==> config.mk <==
export PLATFORM = sky130hd
export DESIGN_NAME = string_to_uint64_parser_unit
export DESIGN_NICKNAME = d
export VERILOG_FILES = /design/src/hw/rtl/su64p_pkg.sv /design/src/hw/rtl/su64p_step.sv /design/src/hw/rtl/string_to_uint64_parser_unit.sv
export SDC_FILE = /design/constraint.sdc
export NUM_CORES = 1
export LEC_CHECK = 0
export ABC_AREA = 1
export BUFFER_PORTS_ARGS = -buffer_cell sky130_fd_sc_hd__buf_2
export CAP_MARGIN = 0
export CORE_UTILIZATION = 30
export CTS_CLUSTER_SIZE = 25
export DETAILED_ROUTE_END_ITERATION = 10
export GPL_ROUTABILITY_DRIVEN = 0
export MAX_ROUTING_LAYER = met4
export PLACE_DENSITY = 0.5
export SYNTH_ARGS = -nofsm -noshare
export SYNTH_HDL_FRONTEND = slang
export SYNTH_SLANG_ARGS = --single-unit
==> constraint.sdc <==
create_clock -name clk -period 7.1 [get_ports clk]
set_input_delay 0.355 -clock clk [delete_from_list [all_inputs] [get_ports clk]]
set_output_delay 0.355 -clock clk [all_outputs]
set_load 0.05 [all_outputs]
==> src/hw/rtl/su64p_pkg.sv <==
// Types, constants and character helpers for the string to uint64 parser.
// Used by su64p_step, the top level and the checker.
package su64p_pkg;

  localparam int POS_BITS = 16;
  localparam int OFS_BITS = 16;
  localparam int EXT_BITS = (POS_BITS > OFS_BITS) ? POS_BITS : OFS_BITS;
  localparam int VAL_BITS = 64;
  localparam int BASE_BITS = 6;

  localparam logic [BASE_BITS-1:0] RADIX_RESET = 6'd10;
  localparam logic [BASE_BITS-1:0] BASE_MAX = 6'd36;
  localparam logic [BASE_BITS-1:0] BASE_DEC = 6'd10;
  localparam logic [BASE_BITS-1:0] BASE_OCT = 6'd8;
  localparam logic [BASE_BITS-1:0] BASE_HEX = 6'd16;
  localparam logic [BASE_BITS-1:0] BASE_AUTO = 6'd0;
  localparam logic [BASE_BITS-1:0] BASE_ONE = 6'd1;
  localparam logic [BASE_BITS-1:0] NO_DIGIT = 6'd63;

  localparam logic [7:0] CH_ZERO = 8'h30;
  localparam logic [7:0] CH_NINE = 8'h39;
  localparam logic [7:0] CH_UA = 8'h41;
  localparam logic [7:0] CH_UZ = 8'h5A;
  localparam logic [7:0] CH_LA = 8'h61;
  localparam logic [7:0] CH_LZ = 8'h7A;
  localparam logic [7:0] CH_LX = 8'h78;
  localparam logic [7:0] CH_UX = 8'h58;
  localparam logic [7:0] CH_PLUS = 8'h2B;
  localparam logic [7:0] CH_MINUS = 8'h2D;
  localparam logic [7:0] CH_SPACE = 8'h20;
  localparam logic [7:0] CH_TAB = 8'h09;
  localparam logic [7:0] CH_CR = 8'h0D;

  localparam logic [1:0] STATUS_OK = 2'd0;
  localparam logic [1:0] STATUS_BAD_BASE = 2'd1;
  localparam logic [1:0] STATUS_BAD_PREFIX = 2'd2;

  localparam logic [POS_BITS-1:0] POS_MAX = {POS_BITS{1'b1}};
  localparam logic [OFS_BITS-1:0] OFS_MAX = {OFS_BITS{1'b1}};

  typedef enum logic [7:0] {
    PH_SPACE      = 8'b0000_0001,
    PH_START      = 8'b0000_0010,
    PH_ZERO       = 8'b0000_0100,
    PH_XSEEN      = 8'b0000_1000,
    PH_DIGITS     = 8'b0001_0000,
    PH_DONE       = 8'b0010_0000,
    PH_BADBASE    = 8'b0100_0000,
    PH_BADPREFIX  = 8'b1000_0000
  } phase_t;

  typedef struct packed {
    phase_t                phase;
    logic                  neg;
    logic [BASE_BITS-1:0]  base;
    logic [VAL_BITS-1:0]   acc;
    logic [POS_BITS-1:0]   pos;
    logic [POS_BITS-1:0]   stop;
  } parse_state_t;

  typedef struct packed {
    logic [1:0]           status;
    logic [OFS_BITS-1:0]  end_offset;
    logic [VAL_BITS-1:0]  value;
  } result_t;

  localparam parse_state_t STATE_CLEAR = '{
    phase: PH_SPACE, neg: 1'b0, base: BASE_AUTO, acc: '0, pos: '0, stop: '0
  };

  function automatic logic [BASE_BITS-1:0] digit_of(input logic [7:0] c);
    logic [BASE_BITS-1:0] d;
    d = NO_DIGIT;
    if (c >= CH_ZERO && c <= CH_NINE) begin
      d = BASE_BITS'(c - CH_ZERO);
    end else if (c >= CH_UA && c <= CH_UZ) begin
      d = BASE_BITS'(c - CH_UA) + BASE_DEC;
    end else if (c >= CH_LA && c <= CH_LZ) begin
      d = BASE_BITS'(c - CH_LA) + BASE_DEC;
    end
    return d;
  endfunction

  function automatic logic is_space(input logic [7:0] c);
    return (c == CH_SPACE) || (c >= CH_TAB && c <= CH_CR);
  endfunction

endpackage

==> src/hw/rtl/su64p_step.sv <==
// Next-state and result logic for one character of the parser.
// Depends on su64p_pkg; purely combinational, one multiply-add per word.
module su64p_step (
  input  su64p_pkg::parse_state_t         cur,
  input  logic [7:0]                      ch,
  input  logic                            last,
  input  logic [su64p_pkg::BASE_BITS-1:0] radix,
  output su64p_pkg::parse_state_t         nxt,
  output su64p_pkg::result_t              res
);

  logic                            first;
  logic [su64p_pkg::BASE_BITS-1:0] base;
  su64p_pkg::phase_t               phase;
  logic [su64p_pkg::BASE_BITS-1:0] digit;
  logic [su64p_pkg::BASE_BITS-1:0] eff_base;
  logic                            do_take;
  logic                            mark;
  logic [su64p_pkg::VAL_BITS-1:0]  mac;
  logic [su64p_pkg::POS_BITS-1:0]  pos_inc;
  logic [su64p_pkg::EXT_BITS-1:0]  stop_ext;
  su64p_pkg::parse_state_t         upd;
  su64p_pkg::phase_t               fin_phase;
  logic [su64p_pkg::VAL_BITS-1:0]  val;

  assign first = (cur.pos == '0) && (cur.phase == su64p_pkg::PH_SPACE);
  assign base  = first ? radix : cur.base;
  assign digit = su64p_pkg::digit_of(ch);
  assign pos_inc = (cur.pos < su64p_pkg::POS_MAX) ? cur.pos + 1'b1 : su64p_pkg::POS_MAX;
  assign mac = cur.acc * su64p_pkg::VAL_BITS'(eff_base) + su64p_pkg::VAL_BITS'(digit);

  always_comb begin
    phase = cur.phase;
    if (first && (radix == su64p_pkg::BASE_ONE || radix > su64p_pkg::BASE_MAX)) begin
      phase = su64p_pkg::PH_BADBASE;
    end
    upd      = cur;
    upd.base = base;
    upd.pos  = pos_inc;
    eff_base = base;
    do_take  = 1'b0;
    mark     = 1'b0;
    case (phase)
      su64p_pkg::PH_SPACE, su64p_pkg::PH_START: begin
        upd.phase = phase;
        if (phase == su64p_pkg::PH_SPACE && su64p_pkg::is_space(ch)) begin
          upd.phase = phase;
        end else if (phase == su64p_pkg::PH_SPACE &&
                     (ch == su64p_pkg::CH_PLUS || ch == su64p_pkg::CH_MINUS)) begin
          upd.neg   = (ch == su64p_pkg::CH_MINUS);
          upd.phase = su64p_pkg::PH_START;
        end else if ((base == su64p_pkg::BASE_AUTO || base == su64p_pkg::BASE_HEX) &&
                     ch == su64p_pkg::CH_ZERO) begin
          mark      = 1'b1;
          upd.phase = su64p_pkg::PH_ZERO;
        end else begin
          do_take  = 1'b1;
          eff_base = (base == su64p_pkg::BASE_AUTO) ? su64p_pkg::BASE_DEC : base;
        end
      end
      su64p_pkg::PH_ZERO: begin
        if (ch == su64p_pkg::CH_LX || ch == su64p_pkg::CH_UX) begin
          upd.phase = su64p_pkg::PH_XSEEN;
        end else begin
          do_take  = 1'b1;
          eff_base = (base == su64p_pkg::BASE_AUTO) ? su64p_pkg::BASE_OCT : base;
        end
      end
      su64p_pkg::PH_XSEEN: begin
        eff_base = su64p_pkg::BASE_HEX;
        upd.base = su64p_pkg::BASE_HEX;
        if (digit < su64p_pkg::BASE_HEX) begin
          do_take = 1'b1;
        end else begin
          upd.phase = su64p_pkg::PH_BADPREFIX;
        end
      end
      su64p_pkg::PH_DIGITS: begin
        do_take = 1'b1;
      end
      default: begin
        upd.phase = phase;
      end
    endcase
    if (do_take) begin
      upd.base = eff_base;
      if (digit < eff_base) begin
        upd.acc   = mac;
        mark      = 1'b1;
        upd.phase = su64p_pkg::PH_DIGITS;
      end else begin
        upd.phase = su64p_pkg::PH_DONE;
      end
    end
    if (mark) begin
      upd.stop = pos_inc;
    end
  end

  always_comb begin
    fin_phase = (upd.phase == su64p_pkg::PH_XSEEN) ? su64p_pkg::PH_BADPREFIX : upd.phase;
    val       = upd.neg ? (~upd.acc + 1'b1) : upd.acc;
    stop_ext  = su64p_pkg::EXT_BITS'(upd.stop);
    res.value  = val;
    res.status = su64p_pkg::STATUS_OK;
    if (stop_ext > su64p_pkg::EXT_BITS'(su64p_pkg::OFS_MAX)) begin
      res.end_offset = su64p_pkg::OFS_MAX;
    end else begin
      res.end_offset = stop_ext[su64p_pkg::OFS_BITS-1:0];
    end
    if (fin_phase == su64p_pkg::PH_BADBASE || fin_phase == su64p_pkg::PH_BADPREFIX) begin
      res.value      = '0;
      res.end_offset = '0;
      res.status     = (fin_phase == su64p_pkg::PH_BADBASE) ?
                       su64p_pkg::STATUS_BAD_BASE : su64p_pkg::STATUS_BAD_PREFIX;
    end
    nxt = last ? su64p_pkg::STATE_CLEAR : upd;
  end

endmodule

==> src/hw/rtl/string_to_uint64_parser_unit.sv <==
// String to uint64 parser: one character word in, one result word per string.
// A last character waits in the input register while the result word is stalled.
// Throughput: one character per cycle otherwise; the per-character multiply-add
// by the base between the input register and the parse state sets the cycle.
// Reset (rst, synchronous, active high) clears the parse state, empties both
// registers and sets the radix to 10.
module string_to_uint64_parser_unit (
  input  logic        clk,
  input  logic        rst,
  input  logic        cfg_valid,
  output logic        cfg_ready,
  input  logic [5:0]  cfg_data,   // radix
  input  logic        s_tvalid,
  output logic        s_tready,
  input  logic [7:0]  s_tdata,    // char_in
  input  logic        s_tlast,    // last_char
  output logic        m_tvalid,
  input  logic        m_tready,
  output logic [79:0] m_tdata,    // value [63:0], end_offset [79:64]
  output logic [1:0]  m_tuser     // status
);

  logic [su64p_pkg::BASE_BITS-1:0] radix;
  logic                            in_valid;
  logic [7:0]                      in_char;
  logic                            in_last;
  su64p_pkg::parse_state_t         state;
  su64p_pkg::parse_state_t         state_next;
  su64p_pkg::result_t              res_next;
  su64p_pkg::result_t              res;
  logic                            out_valid;
  logic                            go;

  assign cfg_ready = 1'b1;
  assign go        = in_valid && (!in_last || !out_valid || m_tready);
  assign s_tready  = !in_valid || go;
  assign m_tvalid  = out_valid;
  assign m_tdata   = {res.end_offset, res.value};
  assign m_tuser   = res.status;

  su64p_step u_step (
    .cur   (state),
    .ch    (in_char),
    .last  (in_last),
    .radix (radix),
    .nxt   (state_next),
    .res   (res_next)
  );

  always_ff @(posedge clk) begin
    if (rst) begin
      radix     <= su64p_pkg::RADIX_RESET;
      in_valid  <= 1'b0;
      out_valid <= 1'b0;
      state     <= su64p_pkg::STATE_CLEAR;
    end else begin
      if (cfg_valid) begin
        radix <= cfg_data;
      end
      if (s_tvalid && s_tready) begin
        in_valid <= 1'b1;
      end else if (go) begin
        in_valid <= 1'b0;
      end
      if (go) begin
        state <= state_next;
      end
      if (go && in_last) begin
        out_valid <= 1'b1;
      end else if (m_tready) begin
        out_valid <= 1'b0;
      end
    end
  end

  always_ff @(posedge clk) begin
    if (s_tvalid && s_tready) begin
      in_char <= s_tdata;
      in_last <= s_tlast;
    end
    if (go && in_last) begin
      res <= res_next;
    end
  end

endmodule

---- Word level (Yosys, flattened, before mapping) ----
Index checks and enable logic that the tools add are counted.
cells by class
  multiplexer cells ....................... 49
  divide/modulo/power cells ............... 0
  multiply operators ...................... 1
  order comparisons ....................... 13
  add/sub/neg operators ................... 8
  equal/unequal tests ..................... 17
  bitwise gates (word level) .............. 1
  reduce and logical (&&, ||, !) cells .... 29
  shifts and indexed selects .............. 0
operators by type and width
  cell                                                                                  count
  64-bit 2-to-1 mux                                                                     2
  111-bit 2-to-1 mux                                                                    1
  6-bit 2-to-1 mux                                                                      12
  70-bit 2-to-1 mux                                                                     1
  64-bit by 1-bit adder with 64-bit output (second input constant)                      1
  64-bit by 6-bit adder with 64-bit output                                              1
  64-bit by 6-bit multiplier with 64-bit output                                         1
  8-bit 2-to-1 mux                                                                      8
  64-bit inverter                                                                       1
  16-bit 2-to-1 mux                                                                     3
  8-bit by 6-bit equality test with 1-bit output (second input constant)                4
  8-bit case mux with 4 select lines                                                    1
  8-bit by 7-bit equality test with 1-bit output (second input constant)                3
  1-bit 2-to-1 mux                                                                      18
  6-bit case mux with 3 select lines                                                    1
  16-bit by 1-bit adder with 16-bit output (second input constant)                      1
  8-bit by 1-bit equality test with 1-bit output (second input constant)                2
  8-bit by 4-bit equality test with 1-bit output (second input constant)                2
  8-bit by 7-bit greater-or-equal comparator with 1-bit output (second input constant)  2
  16-bit greater-than comparator (second input constant)                                1
  8-bit by 7-bit less-or-equal comparator with 1-bit output (second input constant)     2
  16-bit logical NOT                                                                    1
  16-bit less-than comparator (second input constant)                                   1
  6-bit by 4-bit adder with 6-bit output (second input constant)                        2
  23 further kinds                                                                      46
storage, ports and cells
  memory bits (read-only) ................. 0
  RAM bits ................................ 0
  logic and storage cells ................. 132
  flip-flop bits (word level) ............. 210
  memories kept ........................... 0
  bits in latches ......................... 0

---- Logic depth before layout (Yosys ltp) ----
Gate-level depths: netlist of run 1.
  word-level depth ........................ 17
  depth in mapped cells ................... 54
  depth with buffers taken out ............ 52

---- By module ----
From an unflattened synthesis of run 1, not the netlist that was laid out.
unflattened totals
  cells, all modules ...................... 4,082
  area total of the unflattened synthesis .. 26,824.5 um2
modules (own cells, without submodules)
  module                        cells an instance  area an instance (um2)  times used  seq. area each (um2)
  su64p_step                    3,222              18,868.1                1           0.0
  string_to_uint64_parser_unit  860                7,956.4                 1           5,114.9

---- Least setup slack after synthesis of run 1 ----
OpenSTA, ideal clock, no wires.
  path type ............................... register -> register
  start point ............................. reg in_char[0]
  end point ............................... reg res (netlist bit m_tdata[55]), data pin
  period minus slack after synthesis ...... 7.044 ns
  arrival time ............................ 6.790 ns
  path buffers ............................ 2
  stages on the path, launching flop included .. 43
  slack ................................... 0.056 ns
  required time ........................... 6.845 ns
  library setup time ...................... 0.255 ns
  path through ............................ edfxtp_1 inv_1 ha_1 inv_1 o21ai_1 nand3_1 nand4_1 nand2_1 o21ai_0 nand3_1 nand3b_1 clkbuf_1 clkbuf_1 nand2_1 fa_1 fa_1 inv_1 fa_1 (+7 left out) o21ai_0 nand2_1 nand2_1 nand2_1 nand2_1 nand2_1 nand2_1 nand4_1 nand2_1 nand2_1 nor2_1 nand3_1 nor2_1 nand3_1 nand2_1 nand3_1 nand2_1 nor2_1
between the ends
  word-level cells in the longest chain between the ends .. 13
  elaborated cells on any way between the ends .. 68
  classes of those cells .................. 7 x add/sub; 1 x mul; 10 x order compare; 9 x eq/ne; 29 x mux; 1 x bitwise; 11 x reduce/logical
RTL lines
  element                                                                                                      line                                  text
  start: declaration                                                                                           string_to_uint64_parser_unit.sv:25    logic [7:0] in_char;
  start signal: assignment                                                                                     string_to_uint64_parser_unit.sv:78    in_char <= s_tdata;
  8-bit by 4-bit greater-or-equal comparator with 1-bit output (tied with other cells)                         su64p_pkg.sv:85                       return (c == CH_SPACE) || (c >= CH_TAB && c <= CH_CR);
  1-bit logical AND (tied with other cells)                                                                    su64p_pkg.sv:85
  1-bit logical OR (tied with other cells)                                                                     su64p_pkg.sv:85
  1-bit logical AND (tied with other cells)                                                                    su64p_step.sv:46                      if (phase == su64p_pkg::PH_SPACE && su64p_pkg::is_space(ch)) begin
  6-bit 2-to-1 mux (on tied branches)                                                                          su64p_step.sv:46, su64p_pkg.sv:74
  6-bit case mux with 3 select lines or 6-bit by 5-bit less-than comparator with 1-bit output (tied branches)  su64p_step.sv:43, su64p_step.sv:72
  64-bit by 6-bit multiplier with 64-bit output (tied with other cells)                                        su64p_step.sv:30                      assign mac = cur.acc * su64p_pkg::VAL_BITS'(eff_base) + su64p_pkg::VAL_BITS'(digit);
  64-bit by 6-bit adder with 64-bit output (tied with other cells)                                             su64p_step.sv:30
  64-bit 2-to-1 mux or 8-bit 2-to-1 mux (tied branches)                                                        su64p_step.sv:87, su64p_step.sv:85
  70-bit 2-to-1 mux or 8-bit by 4-bit equality test with 1-bit output (tied branches)                          su64p_step.sv:85, su64p_step.sv:101
  64-bit inverter or 8-bit 2-to-1 mux (tied branches)                                                          su64p_step.sv:102, su64p_step.sv:101
  64-bit by 1-bit adder with 64-bit output (tied with other cells)                                             su64p_step.sv:102                     val = upd.neg ? (~upd.acc + 1'b1) : upd.acc;
  64-bit 2-to-1 mux or 1-bit logical OR (tied branches)                                                        su64p_step.sv:102, su64p_step.sv:111
  end signal: assignment                                                                                       string_to_uint64_parser_unit.sv:82    res <= res_next;
  end: declaration                                                                                             string_to_uint64_parser_unit.sv:30    su64p_pkg::result_t res;
Parallel ways exist; a longest one is shown, timed or not.
A chain may end at the register's enable or synchronous reset.

---- Worst setup path in the final report of run 1 ----
  start point ............................. reg state[17] (netlist name)
  end point ............................... reg res (netlist bit m_tdata[34]), data pin
between the ends
  word-level cells in the longest chain between the ends .. 17
  elaborated cells on any way between the ends .. 50
  classes of those cells .................. 2 x add/sub; 1 x mul; 1 x order compare; 9 x eq/ne; 26 x mux; 1 x bitwise; 10 x reduce/logical
RTL lines
  element                                                                                      line                                                  text
  start: declaration                                                                           string_to_uint64_parser_unit.sv:27                    su64p_pkg::parse_state_t state;
  start signal: assignment                                                                     string_to_uint64_parser_unit.sv:55                    state <= su64p_pkg::STATE_CLEAR;
  start signal: assignment                                                                     string_to_uint64_parser_unit.sv:66                    state <= state_next;
  16-bit logical NOT (*)                                                                       su64p_step.sv:26                                      assign first = (cur.pos == '0) && (cur.phase == su64p_pkg::PH_SPACE);
  1-bit logical AND (*)                                                                        su64p_step.sv:26
  6-bit 2-to-1 mux                                                                             su64p_step.sv:27                                      assign base = first ? radix : cur.base;
  6-bit by 5-bit equality test with 1-bit output or 6-bit logical NOT (tied branches)          su64p_step.sv:52, su64p_step.sv:58, su64p_step.sv:66
  1-bit logical OR                                                                             su64p_step.sv:52                                      end else if ((base == su64p_pkg::BASE_AUTO || base == su64p_pkg::BASE_HEX) &&
  1-bit logical AND                                                                            su64p_step.sv:52
  6-bit 2-to-1 mux                                                                             su64p_step.sv:52
  6-bit 2-to-1 mux                                                                             su64p_step.sv:48                                      end else if (phase == su64p_pkg::PH_SPACE &&
  6-bit 2-to-1 mux                                                                             su64p_step.sv:46
  6-bit case mux with 3 select lines                                                           su64p_step.sv:43                                      case (phase)
  64-bit by 6-bit multiplier with 64-bit output or 6-bit less-than comparator (tied branches)  su64p_step.sv:30, su64p_step.sv:87
  64-bit by 6-bit adder with 64-bit output or 6-bit 2-to-1 mux (tied branches)                 su64p_step.sv:30, su64p_step.sv:87
  64-bit 2-to-1 mux or 8-bit 2-to-1 mux (tied branches)                                        su64p_step.sv:87, su64p_step.sv:85
  70-bit 2-to-1 mux or 8-bit by 4-bit equality test with 1-bit output (tied branches)          su64p_step.sv:85, su64p_step.sv:101
  64-bit inverter or 8-bit 2-to-1 mux (tied branches)                                          su64p_step.sv:102, su64p_step.sv:101
  64-bit by 1-bit adder with 64-bit output (tied with other cells)                             su64p_step.sv:102
  64-bit 2-to-1 mux or 1-bit logical OR (tied branches)                                        su64p_step.sv:102, su64p_step.sv:111
Every way passes the cells marked *; elsewhere a longest branch is shown, timed or not.

==> metrics.cfg, run 1 <==
[yosys]
yosysTopAreaCell=fa_1
ys.flop_type=dfxtp_1
synthArstFlopShare_pct=0
synth_area_leaders=fa_1 19%, nand2_1 16%, edfxtp_1 11%
synthesis.area_sq_mm=0.0257
ys_seq_elements=210
syn_avg_cell_area_sq_um=6.73
ys_types=52
postSynthNetCount=4222
synth_top_area_share_pct=18.7
synth-edff-count=91
yosysWarnings=0
seq_area_frac_synth_pct=19.9
netlist_instances=3816

[clock_tree]
cts_tree=built
path_clk_slew_ns=0.06
clock_sinks=210
clock_latency_ns=0.57
cts_buffers=25
cts_max_level=1
root_buffer=clkbuf_16
clockBufferDepth=3

[worst_hold_path]
hp-class=input pin to flop
hold_depth=3
min_from=cfg_data[4]
holdPathEnd=radix[4]

[timing]
fin_ws_ns=-0.333
max_clock_freq_ghz=0.135
finalClockSkew_ns=0.0144
period_needed_ns=7.43
relSlewSlack_pct=31.7
hold_violations=0
worst_pin_slew_ns=1.02
setup_viol=43
rsz0062_at_grt=yes
final.period_utilization_pct=105
slew_viol_final=0

[critical_path]
slowest_delay_ns=0.53
critPathMostFrequentCell=nand2_1
worstPathMaxFanout=6
r2r_start=state[17]
reg2reg_to=m_tdata[34]
arrival_ns=7.75
reg2reg_slack_ns=-0.33
cp-end-kind=flop
crit_type=flop to flop
cp_data_required_time_ns=7.42
critPathSlowestCell=fa_1
cpLargestDelayFamily=simple AND/OR/NAND/NOR gates
reg2regPathDepth=45
worst_setup_path_start_kind=flop
crit_buf_inv=9

[grt]
grt_pass1_wl_mm=161
overflow=0
grt_max_degree=70
use_met1_pct=32.9
grtUsageMet3_pct=1.89
grt_usage_pct=24.6
busiest_layer=met2
grt_pass1_vias=27400
antenna_found_initial=0
use_met2_pct=40.4

[layout]
post-route-util_pct=44.4
layout.nets=4945
nFillCells=8619
final_layout_size_suffix_gt1_share_pct=35.7
antenna_cells=0
finalInstanceArea_sq_mm=0.0374
areaGrowthSynthToFinish_pct=45.5

[outcome]
status=finished with violations
violations=setup timing

[die]
die-area_sq_mm=0.0868
start_util_pct=30.5
core_area_sq_mm=0.0842
dieWidth_um=295
chipHeight_um=295
row_count=106
ios=105

[route]
firstDrtPassIters=5
first_iter_violations=2012
wl_per_cell_um=18.6
antenna_left=0
via_count=27900
viasPerCell=4.91
routed_wl_mm=106
drc=0

[place]
port_buffers=103
dpl.hpwl_mm=82.7
postPlaceCellArea_sq_mm=0.0320

[power]
ir_drop_mv=0.170
leakagePower_nw=18.1
p_per_area_mw_per_mm2=176

[run]
cap_violations=0

-- flip-flops by register name (all words and copies together) (netlist names) --
register  flops
m_tuser       2
in_valid      1
in_char       8
m_tvalid      1
radix         6
in_last       1
m_tdata      80
state       111
-- per-stage QoR --
| step | hold WS (ns) | setup slack [ns] | TNS [ns] | cells | power (mW) |
|---|---|---|---|---|---|
| 2_1_floorplan | 0.441 | 0.0555 | 0 | 3816 | 2.97 |
| 3_3_place_gp | 0.453 | -0.839 | -29.60 | 5558 | 4.42 |
| 3_5_place_dp | 0.458 | -0.847 | -31.27 | 5558 | 4.41 |
| 4_1_cts | 0.0168 | -0.340 | -10.51 | 5646 | 6.01 |
| 5_1_grt | 0.0626 | -0.754 | -28.11 | 5692 | 6.91 |
| 6_report | 0.0433 | -0.333 | -8.19 | 5692 | 6.59 |
-- worst max-delay path by stage --
stage	from	endpoint	slack (ns)	cells past startpoint
3_3_place_gp	state[16]	m_tdata[50]	-0.84	46
5_1_grt	state[17]	m_tdata[50]	-0.75	47
2_1_floorplan	in_char[0]	m_tdata[55]	0.06	42
3_5_place_dp	state[16]	m_tdata[50]	-0.85	46
6_report	state[17]	m_tdata[34]	-0.33	45
4_1_cts	state[17]	m_tdata[45]	-0.34	46
-- kinds of logic after synthesis --
logic type	Yosys count	share of synthesized area, %
buffers and inverters	641	9.73
and+or+nand+nor	2087	33.7
DFF	210	19.9
xor gates and xnor gates	58	1.98
adders and majority gates	386	25.8
AOI/OAI and AO/OA	433	8.88
other	1	0.0146
-- what timing repair did --
item,CTS,global route
gates cloned,2,6
endpoints found under the setup margin,69,85
gates resized for setup,274,688
endpoints found under the hold margin,11,0
pin swaps,95,313
hold buffers,11,0
setup buffers,31,57
-- worst register-to-register path, delay by kind of cell (launching register included) --
kind	cells	cell delay (ns)
AOI/OAI and AO/OA	3	0.57
and+or+nand+nor	27	3.01
DFF	1	0.32
adders and majority gates	6	2.23
buffers and inverters	9	1.04
-- where the power goes --
part / switching, mW / total, mW / internal (mW)
clock: 0.596 / 1.39 / 0.791
combinational: 2.34 / 3.86 / 1.52
sequential: 0.0252 / 1.34 / 1.32
total: 2.96 / 6.59 / 3.63
-- area by class of cell --
type	instances	area (sq um)	share of cell area, %
clock inverters	13	126	0.338
well taps	1134	1420	3.80
multi-input cells	2965	21600	57.7
inverters	512	1950	5.21
flip-flops and latches	210	5120	13.7
clock buffers	33	749	2.01
repair buffers	825	6440	17.2
-- metal layers --
| metal | wire [um] | up-vias |
|---|---|---|
| met5 | 0 | - |
| met4 | 3110 | 0 |
| met3 | 5900 | 148 |
| met2 | 50100 | 856 |
| met1 | 46900 | 13500 |
| li1 | - | 13500 |
-- synth_stat cells (3+ instances only) --
cell type / count
and3_1: 9
o21a_1: 5
nand3b_1: 15
clkbuf_1: 86
nor2_2: 24
nor3_1: 36
buf_2: 14
xnor2_1: 12
inv_1: 495
nand3_1: 150
o21ai_0: 108
nor3b_1: 5
nor2_1: 622
a31oi_1: 14
nand2_2: 20
buf_6: 6
nor4_1: 5
a21o_1: 6
o21ai_2: 3
dfxtp_1: 119
nand4_1: 94
a21oi_1: 269
fa_1: 240
nand2_1: 1085
a211oi_1: 3
clkinv_1: 3
inv_2: 14
ha_1: 146
nor2_4: 7
xor2_1: 46
buf_1: 14
or2_2: 7
o21bai_1: 7
o22ai_1: 3
buf_4: 8
edfxtp_1: 91
o21ai_1: 7
-- placed cells by master (no fill, tap or decap), types with 8 or more instances in the layout --
master         count
nor2_1           444
ha_4              68
o21ai_1           35
nor3_1            21
nand2_2          184
buf_12            15
o21ai_0           46
a21oi_1          198
nand3_4            8
edfxtp_1          91
fa_1             235
nand4_1           94
nand2_4           47
xnor2_1           11
nand3_2           25
nor3_2            14
buf_6             38
inv_2             53
buf_2            102
a21oi_4           15
nor2_4            89
inv_1            447
xor2_1            39
o21ai_2           34
dfxtp_1          116
dlygate4sd3_1     11
buf_4            650
nor2_2           120
nand2_1          874
a21oi_2           56
a31oi_1           13
nand3b_1          15
nand3_1          120
ha_1              75
clkbuf_16         33
Note: power is estimated with default switching activity, not from simulation.
==> run 2, diff against run 1 <==
--- a/config.mk
+++ b/config.mk
@@ -8,12 +8,13 @@
 export ABC_AREA = 1
 export BUFFER_PORTS_ARGS = -buffer_cell sky130_fd_sc_hd__buf_2
 export CAP_MARGIN = 0
-export CORE_UTILIZATION = 30
+export CORE_UTILIZATION = 50
 export CTS_CLUSTER_SIZE = 25
 export DETAILED_ROUTE_END_ITERATION = 10
 export GPL_ROUTABILITY_DRIVEN = 0
 export MAX_ROUTING_LAYER = met4
-export PLACE_DENSITY = 0.5
+export PLACE_DENSITY = 0.73
+export REMOVE_ABC_BUFFERS = 1
 export SYNTH_ARGS = -nofsm -noshare
 export SYNTH_HDL_FRONTEND = slang
 export SYNTH_SLANG_ARGS = --single-unit
==> metrics.cfg, run 2 (synthesis results as in run 1) <==
[timing]
setup_viol=47  ; +9.3%
final.period_utilization_pct=107  ; +2.5 points
finalClockSkew_ns=0.0146  ; +0.000208 ns
rsz0062_at_grt=yes
slew_viol_final=0  ; unchanged
fin_ws_ns=-0.510  ; -0.176 ns
worst_pin_slew_ns=1.01  ; -0.0165 ns
hold_violations=0  ; unchanged
max_clock_freq_ghz=0.131  ; -2.3%
period_needed_ns=7.61  ; +0.176 ns
relSlewSlack_pct=32.8  ; +1.1 points

[place]
port_buffers=103  ; unchanged
postPlaceCellArea_sq_mm=0.0303  ; -5.5%
pre_cts_ws_ns=-0.539  ; +0.308 ns
dpl.hpwl_mm=70.5  ; -15%

[critical_path]
crit_type=flop to flop
reg2regPathDepth=43  ; -4.4%
reg2reg_slack_ns=-0.51  ; -0.18 ns
arrival_ns=7.88  ; +0.13 ns
critPathMostFrequentCell=nand2_1
slowest_delay_ns=0.61  ; +0.08 ns
reg2reg_to=m_tdata[52]
worstPathMaxFanout=7  ; +1
r2r_start=state[107]
critPathSlowestCell=fa_1
worst_setup_path_start_kind=flop
cp_data_required_time_ns=7.37  ; -0.05 ns
cp-end-kind=flop

[worst_hold_path]
min_from=cfg_data[1]
hp-class=input pin to flop
holdPathEnd=radix[1]
hold_depth=3  ; unchanged

[clock_tree]
clock_sinks=210  ; unchanged
cts_max_level=1  ; unchanged
clock_latency_ns=0.55  ; -0.02 ns
clockBufferDepth=3  ; unchanged
cts_tree=built
path_clk_slew_ns=0.07  ; about the same
root_buffer=clkbuf_16
cts_buffers=23  ; -8.0%

[die]
die-area_sq_mm=0.0523  ; -40%
core_area_sq_mm=0.0504  ; -40%
ios=105  ; unchanged
row_count=82  ; -23%
chipHeight_um=229  ; -22%
dieWidth_um=229  ; -22%
start_util_pct=51.0  ; +20 points

[route]
drc=0  ; unchanged
wl_per_cell_um=20.7  ; +11%
routed_wl_mm=105  ; -0.58%
antenna_left=0  ; unchanged
via_count=29900  ; +7.0%
first_iter_violations=4126  ; +110%
viasPerCell=5.88  ; +20%
firstDrtPassIters=9  ; +4

[layout]
post-route-util_pct=70.8  ; +26 points
areaGrowthSynthToFinish_pct=38.9
layout.nets=4801  ; -2.9%
final_cell_mix=877 x nand2_1, 528 x buf_4, 451 x inv_1
nFillCells=3612  ; -58%
multi_input_area_sq_mm=0.0217  ; +0.69%
final_layout_size_suffix_gt1_share_pct=33.8  ; -1.9 points
layout_commonest_cell=nand2_1
largest-register=state
largest_reg_flops=111  ; unchanged
finalInstanceArea_sq_mm=0.0357  ; -4.5%
seq_area_sq_mm=0.00512  ; about the same

[grt]
grt_max_degree=74  ; +5.7%
grt_usage_pct=36.4  ; +12 points
grt_pass1_wl_mm=147  ; -8.9%
grt_pass1_vias=27700  ; +0.97%
antenna_found_initial=6  ; +6
overflow=0  ; unchanged

[power]
power.total_mw=6.29  ; -4.6%
leakagePower_nw=17.3  ; -4.3%
ir_drop_mv=0.238  ; +40%
p_per_area_mw_per_mm2=176  ; about the same

[run]
cap_violations=0  ; unchanged

[outcome]
violations=setup timing
status=finished with violations

==> run 2: changes by cell type in the layout (fill, tap and decap cells not counted), sizes merged <==
cell	delta
buf	-140
bufbuf	-1
bufinv	+2
clkbuf	-6
diode	+7
dlygate4sd3	-2
inv	+1
==> run 2: worst max-delay path by stage <==
stage	from	to	cells past startpoint	slack, ns
6_report	state[107]	m_tdata[52]	43	-0.51
3_5_place_dp	state[105]	m_tdata[31]	44	-0.54
2_1_floorplan	in_char[0]	m_tdata[30]	27	-1.36
5_1_grt	state[107]	m_tdata[60]	43	-0.91
4_1_cts	state[16]	m_tdata[60]	47	-0.004
3_3_place_gp	state[105]	m_tdata[60]	46	-0.48
==> run 2: stage by stage <==
| stage | hold WS, ns | TNS [ns] | cells |
|---|---|---|---|
| after global routing | 0.0316 | -38.01 | 5091 |
| after global placement | 0.452 | -13.47 | 4940 |
| after CTS | 0.00527 | -0.00357 | 5034 |
| after detailed placement | 0.456 | -17.21 | 4940 |
| final | 0.0196 | -14.15 | 5091 |
| after floorplan | 0.424 | -103.38 | 3687 |
==> run 2: area by class of cell <==
type | count | share of cell area, %
repair buffers | 683 | 14.8
diodes | 7 | 0.0491
flip-flops and latches | 210 | 14.3
multi-input cells | 2965 | 60.9
inverters | 512 | 5.43
well taps | 672 | 2.36
clock buffers | 26 | 1.64
clock inverters | 16 | 0.477
==> run 2: repair_timing <==
item / CTS / global route
gates resized for setup: 396 / 564
pin swaps: 170 / 218
buffers inserted: 42 / 44
hold endpoints to repair: 9 / 0
hold buffers: 9 / 0
endpoints found under the setup margin: 51 / 76
cloned: 1 / 6
==> run 2: power breakdown <==
group / total (mW) / internal [mW] / leakage (nW) / switching (mW)
registers: 1.34 / 1.32 / 1.83 / 0.0243
clock network: 1.26 / 0.709 / 0.365 / 0.551
logic: 3.68 / 1.31 / 15.1 / 2.37
total: 6.29 / 3.34 / 17.3 / 2.95
==> run 2: per-layer routing <==
metal	GRT usage (%)	wire (um)	vias up
met4	26.5	10500	0
met1	42.6	35800	13800
li1	-	-	13200
met3	6.14	12600	710
met5	-	0	-
met2	56.6	46500	2237
==> run 2: critical path: cells and delay by family, from the launching register on <==
kind / cells / cell delay, ns
xor gates and xnor gates: 1 / 0.13
DFF: 1 / 0.35
buffers and inverters: 7 / 0.96
and+or+nand+nor: 26 / 3.15
AOI/OAI and AO/OA: 4 / 0.69
adders and majority gates: 5 / 2.01
